==> src/rau_pkg.sv <==
package rau_pkg;

  // Operand width range and the fixed field width of the operand ports
  localparam int OPERAND_WIDTH_DEF = 16;
  localparam int MAX_W             = 32;
  localparam int FIELD_W           = 16;
  localparam int RES_NUM_W         = 33;
  localparam int RES_DEN_W         = 31;

  // Operation codes
  localparam logic [1:0] OP_ADD = 2'd0;
  localparam logic [1:0] OP_SUB = 2'd1;
  localparam logic [1:0] OP_MUL = 2'd2;
  localparam logic [1:0] OP_DIV = 2'd3;

  // Status codes
  localparam logic [1:0] ST_OK       = 2'd0;
  localparam logic [1:0] ST_ZERO_DEN = 2'd1;
  localparam logic [1:0] ST_DIV_ZERO = 2'd2;

  // Product slots of the shared multiplier
  localparam logic [1:0] MUL_AB  = 2'd0;  // |an| * bd
  localparam logic [1:0] MUL_BA  = 2'd1;  // |bn| * ad
  localparam logic [1:0] MUL_DEN = 2'd2;  // result denominator
  localparam logic [1:0] MUL_NN  = 2'd3;  // |an| * |bn|

  typedef struct packed {
    logic [1:0]                operation;
    logic signed [FIELD_W-1:0] a_num;
    logic signed [FIELD_W-1:0] a_den;
    logic signed [FIELD_W-1:0] b_num;
    logic signed [FIELD_W-1:0] b_den;
  } in_t;

  typedef struct packed {
    logic signed [RES_NUM_W-1:0] res_num;
    logic [RES_DEN_W-1:0]        res_den;
    logic                        greater;
    logic                        less;
    logic                        equal;
    logic [1:0]                  status;
  } out_t;

  // Commands from the controller to the datapath
  typedef struct packed {
    logic       load;
    logic       mul_go;
    logic [1:0] mul_sel;
    logic       add_go;
    logic       add_sum;
    logic       fix_go;
    logic       fix_cmp;
    logic       gcd_init;
    logic       gcd_step;
    logic       div_init;
    logic       div_step;
    logic       out_write;
  } cmd_t;

  // Status from the datapath to the controller
  typedef struct packed {
    logic zero_den;
    logic div_zero;
    logic op_add;
    logic gcd_done;
  } dp_stat_t;

endpackage

==> src/rau_ctrl.sv <==
module rau_ctrl #(
  parameter int W = rau_pkg::OPERAND_WIDTH_DEF
) (
  input  logic             clk,
  input  logic             rst,
  input  logic             operands_valid,
  output logic             operands_ready,
  output logic             result_valid,
  input  logic             result_ready,
  input  rau_pkg::dp_stat_t stat,
  output rau_pkg::cmd_t    cmd
);

  localparam int DIV_STEPS = 2 * W;
  localparam int CW        = $clog2(DIV_STEPS);
  localparam logic [CW-1:0] DIV_LAST = CW'(DIV_STEPS - 1);

  typedef enum logic [7:0] {
    S_IDLE  = 8'b0000_0001,
    S_MUL   = 8'b0000_0010,
    S_ADD   = 8'b0000_0100,
    S_FIX   = 8'b0000_1000,
    S_GINIT = 8'b0001_0000,
    S_GCD   = 8'b0010_0000,
    S_DIV   = 8'b0100_0000,
    S_DONE  = 8'b1000_0000
  } state_t;

  state_t        state, state_next;
  logic [1:0]    mul_cnt, mul_cnt_next;
  logic          pass, pass_next;
  logic [CW-1:0] div_cnt, div_cnt_next;
  logic          result_valid_next;

  assign operands_ready = (state == S_IDLE);

  always_comb begin
    cmd               = '0;
    state_next        = state;
    mul_cnt_next      = mul_cnt;
    pass_next         = pass;
    div_cnt_next      = div_cnt;
    result_valid_next = result_valid && !result_ready;
    unique case (state)
      S_IDLE: begin
        if (operands_valid) begin
          cmd.load     = 1'b1;
          mul_cnt_next = rau_pkg::MUL_AB;
          pass_next    = 1'b0;
          state_next   = S_MUL;
        end
      end
      S_MUL: begin
        if (stat.zero_den) begin
          state_next = S_DONE;
        end else begin
          cmd.mul_go   = 1'b1;
          cmd.mul_sel  = mul_cnt;
          mul_cnt_next = mul_cnt + 2'd1;
          if (mul_cnt == rau_pkg::MUL_NN) begin
            state_next = S_ADD;
          end
        end
      end
      S_ADD: begin
        cmd.add_go  = 1'b1;
        cmd.add_sum = pass;
        state_next  = S_FIX;
      end
      S_FIX: begin
        cmd.fix_go  = 1'b1;
        cmd.fix_cmp = !pass;
        priority if (pass) begin
          state_next = S_GINIT;
        end else if (stat.div_zero) begin
          state_next = S_DONE;
        end else if (stat.op_add) begin
          pass_next  = 1'b1;
          state_next = S_ADD;
        end else begin
          state_next = S_GINIT;
        end
      end
      S_GINIT: begin
        cmd.gcd_init = 1'b1;
        state_next   = S_GCD;
      end
      S_GCD: begin
        if (stat.gcd_done) begin
          cmd.div_init = 1'b1;
          div_cnt_next = '0;
          state_next   = S_DIV;
        end else begin
          cmd.gcd_step = 1'b1;
        end
      end
      S_DIV: begin
        cmd.div_step = 1'b1;
        div_cnt_next = div_cnt + CW'(1);
        if (div_cnt == DIV_LAST) begin
          state_next = S_DONE;
        end
      end
      S_DONE: begin
        if (!result_valid || result_ready) begin
          cmd.out_write     = 1'b1;
          result_valid_next = 1'b1;
          state_next        = S_IDLE;
        end
      end
      default: begin
        state_next = S_IDLE;
      end
    endcase
  end

  always_ff @(posedge clk) begin
    if (rst) begin
      state        <= S_IDLE;
      result_valid <= 1'b0;
      mul_cnt      <= '0;
      pass         <= 1'b0;
      div_cnt      <= '0;
    end else begin
      state        <= state_next;
      result_valid <= result_valid_next;
      mul_cnt      <= mul_cnt_next;
      pass         <= pass_next;
      div_cnt      <= div_cnt_next;
    end
  end

endmodule

==> src/rau_dp.sv <==
module rau_dp #(
  parameter int W = rau_pkg::OPERAND_WIDTH_DEF
) (
  input  logic              clk,
  input  rau_pkg::in_t      operands,
  input  rau_pkg::cmd_t     cmd,
  output rau_pkg::dp_stat_t stat,
  output rau_pkg::out_t     result
);

  localparam int NW = 2 * W;
  localparam int KW = $clog2(NW);
  localparam int ZW = rau_pkg::MAX_W;
  localparam int RW = (NW > rau_pkg::RES_NUM_W) ? NW : rau_pkg::RES_NUM_W;

  // Take the low W bits of a field and sign extend them by one bit
  function automatic logic signed [W:0] sext(input logic [rau_pkg::FIELD_W-1:0] f);
    logic [ZW-1:0] z;
    logic [W-1:0]  t;
    z = ZW'(f);
    t = z[W-1:0];
    return {t[W-1], t};
  endfunction

  function automatic logic [W-1:0] mag(input logic signed [W:0] x);
    logic [W:0] y;
    y = x[W] ? -x : x;
    return y[W-1:0];
  endfunction

  // Operand registers, denominators normalized positive
  logic [1:0]   op_r;
  logic         an_neg, bn_neg, zero_den;
  logic [W-1:0] an_mag, ad_mag, bn_mag, bd_mag;

  logic signed [W:0] an_s, ad_s, bn_s, bd_s, an_e, bn_e;

  always_comb begin
    an_s = sext(operands.a_num);
    ad_s = sext(operands.a_den);
    bn_s = sext(operands.b_num);
    bd_s = sext(operands.b_den);
    an_e = ad_s[W] ? -an_s : an_s;
    bn_e = bd_s[W] ? -bn_s : bn_s;
  end

  always_ff @(posedge clk) begin
    if (cmd.load) begin
      op_r     <= operands.operation;
      an_neg   <= an_e[W];
      an_mag   <= mag(an_e);
      ad_mag   <= mag(ad_s);
      bn_neg   <= bn_e[W];
      bn_mag   <= mag(bn_e);
      bd_mag   <= mag(bd_s);
      zero_den <= (ad_s == '0) || (bd_s == '0);
    end
  end

  // Shared multiplier, one product a cycle
  logic [W-1:0]  ma, mb;
  logic [NW-1:0] prod, p_ab, p_ba, p_den, p_nn;

  always_comb begin
    unique case (cmd.mul_sel)
      rau_pkg::MUL_AB:  begin ma = an_mag; mb = bd_mag; end
      rau_pkg::MUL_BA:  begin ma = bn_mag; mb = ad_mag; end
      rau_pkg::MUL_DEN: begin
        ma = ad_mag;
        mb = (op_r == rau_pkg::OP_DIV) ? bn_mag : bd_mag;
      end
      rau_pkg::MUL_NN:  begin ma = an_mag; mb = bn_mag; end
    endcase
    prod = NW'(ma) * NW'(mb);
  end

  always_ff @(posedge clk) begin
    if (cmd.mul_go) begin
      unique case (cmd.mul_sel)
        rau_pkg::MUL_AB:  p_ab  <= prod;
        rau_pkg::MUL_BA:  p_ba  <= prod;
        rau_pkg::MUL_DEN: p_den <= prod;
        rau_pkg::MUL_NN:  p_nn  <= prod;
      endcase
    end
  end

  // Sign-magnitude adder: raw add or subtract, then sign fix
  logic          add_bneg_in, add_same, add_aneg, add_bneg;
  logic [NW:0]   add_r, fix_full;
  logic          borrow, fneg;
  logic [NW-1:0] fmag, s_mag;
  logic          s_neg, greater_r, less_r, equal_r;

  always_comb begin
    add_bneg_in = cmd.add_sum ? bn_neg : !bn_neg;
    borrow      = !add_same && add_r[NW];
    fix_full    = borrow ? -add_r : add_r;
    fmag        = fix_full[NW-1:0];
    fneg        = (borrow ? add_bneg : add_aneg) && (fmag != '0);
  end

  always_ff @(posedge clk) begin
    if (cmd.add_go) begin
      add_same <= (an_neg == add_bneg_in);
      add_aneg <= an_neg;
      add_bneg <= add_bneg_in;
      add_r    <= (an_neg == add_bneg_in) ? ({1'b0, p_ab} + {1'b0, p_ba})
                                          : ({1'b0, p_ab} - {1'b0, p_ba});
    end
    if (cmd.fix_go) begin
      s_neg <= fneg;
      s_mag <= fmag;
      if (cmd.fix_cmp) begin
        greater_r <= !fneg && (fmag != '0);
        less_r    <= fneg;
        equal_r   <= (fmag == '0);
      end
    end
  end

  // Binary gcd, one step a cycle
  logic          n_sel_neg, n_neg;
  logic [NW-1:0] n_sel_mag, n_mag, u, v, u_next, v_next, dif;
  logic [KW-1:0] k, k_next;
  logic          ge_uv;

  always_comb begin
    unique case (op_r)
      rau_pkg::OP_ADD, rau_pkg::OP_SUB: begin
        n_sel_neg = s_neg;
        n_sel_mag = s_mag;
      end
      rau_pkg::OP_MUL: begin
        n_sel_neg = an_neg ^ bn_neg;
        n_sel_mag = p_nn;
      end
      rau_pkg::OP_DIV: begin
        n_sel_neg = an_neg ^ bn_neg;
        n_sel_mag = p_ab;
      end
    endcase
  end

  always_comb begin
    u_next = u;
    v_next = v;
    k_next = k;
    ge_uv  = (u >= v);
    dif    = ge_uv ? (u - v) : (v - u);
    if (cmd.gcd_init) begin
      u_next = n_sel_mag;
      v_next = p_den;
      k_next = '0;
    end else if (cmd.gcd_step) begin
      priority if (!u[0] && !v[0]) begin
        u_next = u >> 1;
        v_next = v >> 1;
        k_next = k + KW'(1);
      end else if (!u[0]) begin
        u_next = u >> 1;
      end else if (!v[0]) begin
        v_next = v >> 1;
      end else if (ge_uv) begin
        u_next = dif >> 1;
      end else begin
        v_next = dif >> 1;
      end
    end
  end

  always_ff @(posedge clk) begin
    u <= u_next;
    v <= v_next;
    k <= k_next;
    if (cmd.gcd_init) begin
      n_neg <= n_sel_neg && (n_sel_mag != '0);
      n_mag <= n_sel_mag;
    end
  end

  // Two-lane restoring divider: numerator and denominator by the gcd
  logic [NW-1:0] g, qn, qd, rn, rd;
  logic [NW:0]   rsn, rsd, rsn_sub, rsd_sub;
  logic          gen, ged;

  always_comb begin
    rsn     = {rn, qn[NW-1]};
    rsd     = {rd, qd[NW-1]};
    rsn_sub = rsn - {1'b0, g};
    rsd_sub = rsd - {1'b0, g};
    gen     = (rsn >= {1'b0, g});
    ged     = (rsd >= {1'b0, g});
  end

  always_ff @(posedge clk) begin
    if (cmd.div_init) begin
      g  <= v << k;
      qn <= n_mag;
      qd <= p_den;
      rn <= '0;
      rd <= '0;
    end else if (cmd.div_step) begin
      rn <= gen ? rsn_sub[NW-1:0] : rsn[NW-1:0];
      rd <= ged ? rsd_sub[NW-1:0] : rsd[NW-1:0];
      qn <= {qn[NW-2:0], gen};
      qd <= {qd[NW-2:0], ged};
    end
  end

  // Result assembly and output register
  logic          div_zero;
  logic [RW-1:0] m_ext, num_ext, den_ext;
  rau_pkg::out_t out_next;

  assign div_zero = (op_r == rau_pkg::OP_DIV) && (bn_mag == '0);

  always_comb begin
    m_ext    = RW'(qn);
    num_ext  = n_neg ? (~m_ext + RW'(1)) : m_ext;
    den_ext  = RW'(qd);
    out_next = '0;
    if (zero_den) begin
      out_next.status = rau_pkg::ST_ZERO_DEN;
    end else begin
      out_next.greater = greater_r;
      out_next.less    = less_r;
      out_next.equal   = equal_r;
      if (div_zero) begin
        out_next.status = rau_pkg::ST_DIV_ZERO;
      end else begin
        out_next.status  = rau_pkg::ST_OK;
        out_next.res_num = num_ext[rau_pkg::RES_NUM_W-1:0];
        out_next.res_den = den_ext[rau_pkg::RES_DEN_W-1:0];
      end
    end
  end

  always_ff @(posedge clk) begin
    if (cmd.out_write) begin
      result <= out_next;
    end
  end

  assign stat.zero_den = zero_den;
  assign stat.div_zero = div_zero;
  assign stat.op_add   = (op_r == rau_pkg::OP_ADD);
  assign stat.gcd_done = (u == '0);

endmodule

==> src/rational_arithmetic_unit.sv <==
// Channel   Direction  Handshake                        Payload
// operands  in         operands_valid / operands_ready  rau_pkg::in_t
// result    out        result_valid / result_ready      rau_pkg::out_t
//
// One item is worked at a time; operands_ready is high only while the block is idle.
// A zero operand denominator ends the item before any product is formed, a divide by
// zero after the products and the first add pass. Otherwise an item has four products
// through one shared multiplier, one or two sign-magnitude add passes, the binary gcd
// loop (one step a cycle, data dependent) and 2*OPERAND_WIDTH restoring divide steps.
// Reset (rst, synchronous) returns the controller to idle and drops any pending item.
// The result register holds its item under a stall; the next item is accepted meanwhile.
module rational_arithmetic_unit #(
  parameter int OPERAND_WIDTH = rau_pkg::OPERAND_WIDTH_DEF
) (
  input  logic          clk,
  input  logic          rst,
  input  logic          operands_valid,
  output logic          operands_ready,
  input  rau_pkg::in_t  operands,
  output logic          result_valid,
  input  logic          result_ready,
  output rau_pkg::out_t result
);

  // Commands down to the datapath, status back up
  rau_pkg::cmd_t     cmd;
  rau_pkg::dp_stat_t stat;

  // Sequence the item: load, multiply, add, reduce, divide, deliver
  rau_ctrl #(
    .W(OPERAND_WIDTH)
  ) u_ctrl (
    .clk            (clk),
    .rst            (rst),
    .operands_valid (operands_valid),
    .operands_ready (operands_ready),
    .result_valid   (result_valid),
    .result_ready   (result_ready),
    .stat           (stat),
    .cmd            (cmd)
  );

  // Hold operands, products, gcd state, quotients and the result item
  rau_dp #(
    .W(OPERAND_WIDTH)
  ) u_dp (
    .clk      (clk),
    .operands (operands),
    .cmd      (cmd),
    .stat     (stat),
    .result   (result)
  );

endmodule

==> config.mk <==
export PLATFORM = sky130hd
export DESIGN_NAME = rational_arithmetic_unit
export DESIGN_NICKNAME = d
export VERILOG_FILES = /design/src/rau_pkg.sv /design/src/rau_ctrl.sv /design/src/rau_dp.sv /design/src/rational_arithmetic_unit.sv
export SDC_FILE = /design/constraint.sdc
export NUM_CORES = 2
export LEC_CHECK = 0
export BUFFER_PORTS_ARGS = -buffer_cell sky130_fd_sc_hd__buf_2
export CORE_ASPECT_RATIO = 0.5
export CORE_MARGIN = 4
export CORE_UTILIZATION = 30
export CTS_CLUSTER_SIZE = 40
export DETAILED_ROUTE_END_ITERATION = 8
export SYNTH_ARGS = -nofsm -noshare
export SYNTH_HDL_FRONTEND = slang
export SYNTH_HIERARCHICAL = 1
export SYNTH_SLANG_ARGS = --single-unit
==> constraint.sdc <==
create_clock -name clk -period 25.4 [get_ports clk]
set_input_delay 5.08 -clock clk [delete_from_list [all_inputs] [get_ports clk]]
set_output_delay 5.08 -clock clk [all_outputs]
set_load 0.1 [all_outputs]
======== Yosys cells after proc, flatten, opt, wreduce, memory -nomap -nowiden ========
Index checks and enable logic that the tools add are counted.
word-level totals
  register bits after elaboration ......... 617
  output and inout bits ................... 71
  bits of input ports ..................... 70
  logic and storage cells ................. 219
operators by class
  reductions and logical operators ........ 50
  bitwise gates (word level) .............. 3
  $lt $le $gt $ge ......................... 3
  eq/ne operators ......................... 26
  $mul .................................... 1
  multiplexer cells ....................... 71
  add/subtract/negate cells ............... 17
  shift operators ......................... 1
operators by type and width
  operator               number
  $mux 32                21
  $sub 32x32->32         4
  $pmux 32 s3            1
  $ge 33x32->1           2
  $logic_not 32->1       2
  $mux 8                 8
  $neg 16->16            4
  $pmux 16 s4            1
  $pmux 8 s8             1
  $reduce_bool 32->1     2
  $mux 16                3
  $pmux 16 s3            1
  $logic_not 17->1       2
  $mux 17                2
  $neg 16->17            2
  $add 32x32->33         1
  $add 33x1->33 const B  1
  $mux 33                1
  $not 32->33            1
  $sub 32x32->33         1
  $ge 32x32->1           1
  $mul 16x16->32         1
  $neg 32->32            1
  $shl 32x5->32          1
  40 further kinds       107

======== Longest topological paths before layout ========
  depth in word-level cells ............... 8
  gate-level depth with buffers ........... 34
  gate-level depth less buffers ........... 32

======== Cells and area by module ========
Netlist, hierarchy kept.
by module, submodules not included
  module    times used  area each (um^2)  sequential area each (um^2)  cells an instance
  rau_dp    1           45820.2           17326.6                      4737
  rau_ctrl  1           962.2             340.3                        115

======== Worst setup path before layout ========
No wires, ideal clock.
  path type ............................... register -> register
  from .................................... reg u_ctrl.state[2]
  to ...................................... reg u_dp.p_ab[30], data pin
  slack ................................... 16.570 ns
  stages on the path, launching flop included .. 31
  data arrival time ....................... 8.649 ns
  buffers on the path ..................... 3
  setup time .............................. 0.180 ns
  period minus slack after synthesis ...... 8.830 ns
  data required time ...................... 25.220 ns
  cells stage by stage .................... dfxtp_1 or4_4 nor4_1 and2_1 ha_1 clkbuf_1 a31o_2 buf_1 a22oi_1 o21ai_0 clkbuf_1 nand2_1 fa_1 fa_1 inv_1 fa_1 inv_1 fa_1 fa_1 fa_1 inv_1 ha_1 nand2_1 or3_1 nor2_1 and3_1 nor4_1 o311ai_0 a31oi_1 o21ai_0 xor2_1
RTL lines
  element                 line             RTL
  from (decl)             rau_ctrl.sv:29   state_t state, state_next;
  from (signal assigned)  rau_ctrl.sv:125  state <= state_next;
  to (signal assigned)    rau_dp.sv:80     rau_pkg::MUL_AB: p_ab <= prod;
  to (decl)               rau_dp.sv:62     logic [NW-1:0] prod, p_ab, p_ba, p_den, p_nn;

==> run summary <==
status - finished clean
Worst-Margin Slew - 1.28 ns
clk_lat worst skew - 0.67 ns
CP Capture Type - flip-flop
num ports - 141
post-CTS resize count - 0
biggest regs - u_dp/result (69), u_dp/add_r (33)
H-tree depth - 3
Top reg by flops - u_dp/result
initial antenna violation count - 8
postcts setup bufs - 0
router iterations before antenna repair - 6
Starting Density - 30.2%
Avg Vias per Cell - 5.19
GRT Util Overall - 16.7%
yosys warns - 6
crit path from - u_ctrl/state[7]$_SDFFE_PP0P_
post-DP HPWL - 108000 um
CTS sink count - 617
max FFs per register - 69
Root Driver - clkbuf_16
fin crit share - 39.3%
worst min path class - flip-flop to flip-flop
vias in the first global route - 34948
CTS Buf Count - 67
CP Launch Type - flip-flop
RSZ-0062 raised after global routing - no
Die ar. - 163000 um2
critical path required time - 25.84 ns
FMAX - 100 MHz
total gr overflow - 0
design area - 51900 um2
drc violations - 0
setup TNS - 0 ns
first-pass GRT wire length - 213000 um
nets@finish - 5437
CP dominant cell by count - fa_1
Critical Path Fanout Max - 19
WP data arrival - 10.41 ns
CORE AREA - 155000 um2
post-synthesis instance area - 46800 um2
number of synthesized register bits - 617
largest net degree at the start of global routing - 84
most frequent cells in the layout - edfxtp_1 (531), nand2_1 (476), nor2_1 (463), inv_1 (440), a21oi_1 (300)
Final Hold Fails - 0
vias - 36404
site row count - 102
Yosys cell types - 98
worst flop-to-flop path startpoint - u_ctrl/state[7]$_SDFFE_PP0P_
routability cong. - 0.953
part of the Yosys area used for sequential elements - 37.8%
ys flop type - edfxtp_1
Die Span X - 566 um
Worst Path Class, Setup - flip-flop to flip-flop
slowest library cell on the worst path - o21ai_0
layout cell share with drive strength beyond 1 - 8.89%
fin crit period - 9.98 ns
placement-stage cell area - 49700 um2
Post-Route WL - 140000 um
Port Buffer Count - 140
EDFF count, synth - 531
Clock Tree Buf Depth - 3
Iter 0 DRT Violations - 3022
Syn Area/Cell - 9.64 um2
clock slew at reported path FFs - 0.06 ns
routed length per placed instance - 19.9 um
Synth Net Count - 5403
Synth Instances - 4852
CTS Hold Bufs - 0
CP max stage delay - 1.01 ns
Setup violations, final - 0
dpl cells - 6896
Post-Layout Cell Count - 7020
ys async rst share - 0%
Max Slew Vio Count - 0
Fillers - 15806
TritonCTS clock tree - built
Syn-to-layout area delta - 11.0%
most common cell after layout, fill and taps aside - edfxtp_1
number of max-cap violations - 0
clk_skew - 0.0266 ns
hold_sp - u_dp/rn[15]$_SDFFE_PP0P_
Die Y - 287 um
Slew Limit Headroom - 13.9%
worst hold slack - 0.488 ns
flop2flop setup slack - 15.42 ns
Final ANT Viol Nets - 0
==> cells by family (layout without fill, tap and decap cells) <==
group	count (synthesis)	count (layout)	share of synthesized area, %
xor gates and xnor gates	331	331	6.20
buffers and inverters	669	755	5.41
and+or+nand+nor	1433	1433	14.3
muxes	197	197	4.67
other	0	2	0
DFF	617	617	37.8
AOI/OAI and AO/OA	1124	1124	15.6
adders and majority gates	481	481	16.1
==> final cells by class <==
class                   count  area [um2]  share of cell area [%]
well taps                2080        2600                    5.01
diodes                      2        5.00                 0.00964
repair buffers            190        1070                    2.07
clock buffers              82        1790                    3.45
multi-input cells        3566       26700                    51.4
inverters                 444        1670                    3.21
clock inverters            39         444                   0.855
flip-flops and latches    617       17700                    34.0
==> synth_stat cells (51+ instances only) <==
master | count | area, um2
xnor2_1 | 204 | 1790
nand3_1 | 59 | 295
clkbuf_1 | 186 | 698
edfxtp_1 | 531 | 15900
o31ai_1 | 51 | 383
nor3_1 | 54 | 270
dfxtp_1 | 86 | 1720
fa_1 | 199 | 3980
and2_1 | 64 | 400
nand2_1 | 476 | 1790
a21oi_1 | 300 | 1500
inv_1 | 442 | 1660
nor2_1 | 468 | 1760
a211oi_1 | 74 | 556
mux2_2 | 68 | 766
mux2i_1 | 118 | 1180
o21a_1 | 55 | 413
xor2_1 | 127 | 1110
a21o_1 | 84 | 631
ha_1 | 282 | 3530
o21ai_0 | 213 | 1070
==> through the flow <==
stage               utilization (%)  setup slack (ns)
floorplan                         -             16.57
global placement               32.1             15.75
detailed placement             32.1             15.50
CTS                            33.5             15.48
global route                   33.5             14.73
finish                         33.5             15.42
==> routing by layer <==
metal	up-vias	share of wire (%)	GRT usage (%)
met5	-	0.0086	0
met3	231	5.4	2.71
li1	17272	-	-
met1	17875	44	22.3
met2	1024	47	28.0
met4	2	3.1	5.01
==> final timing paths <==
path / end / cells past startpoint
max: u_dp/p_ab[31]$_DFFE_PP_ / 28
min: u_dp/rn[15]$_SDFFE_PP0P_ / 2
max reg2reg: u_dp/p_ab[31]$_DFFE_PP_ / 28
min reg2reg: u_dp/rn[15]$_SDFFE_PP0P_ / 2
==> worst max-delay path: cells and delay by family (launching register included) <==
family | cells | cell delay, ns
adders and majority gates | 8 | 4.05
and+or+nand+nor | 5 | 1.31
DFF | 1 | 0.36
AOI/OAI and AO/OA | 10 | 3.38
buffers and inverters | 4 | 0.40
xor gates and xnor gates | 1 | 0.24
Power is left out: the tool's default activity adds up to more than one toggle a clock period on the data nets, which glitch-free logic cannot reach.
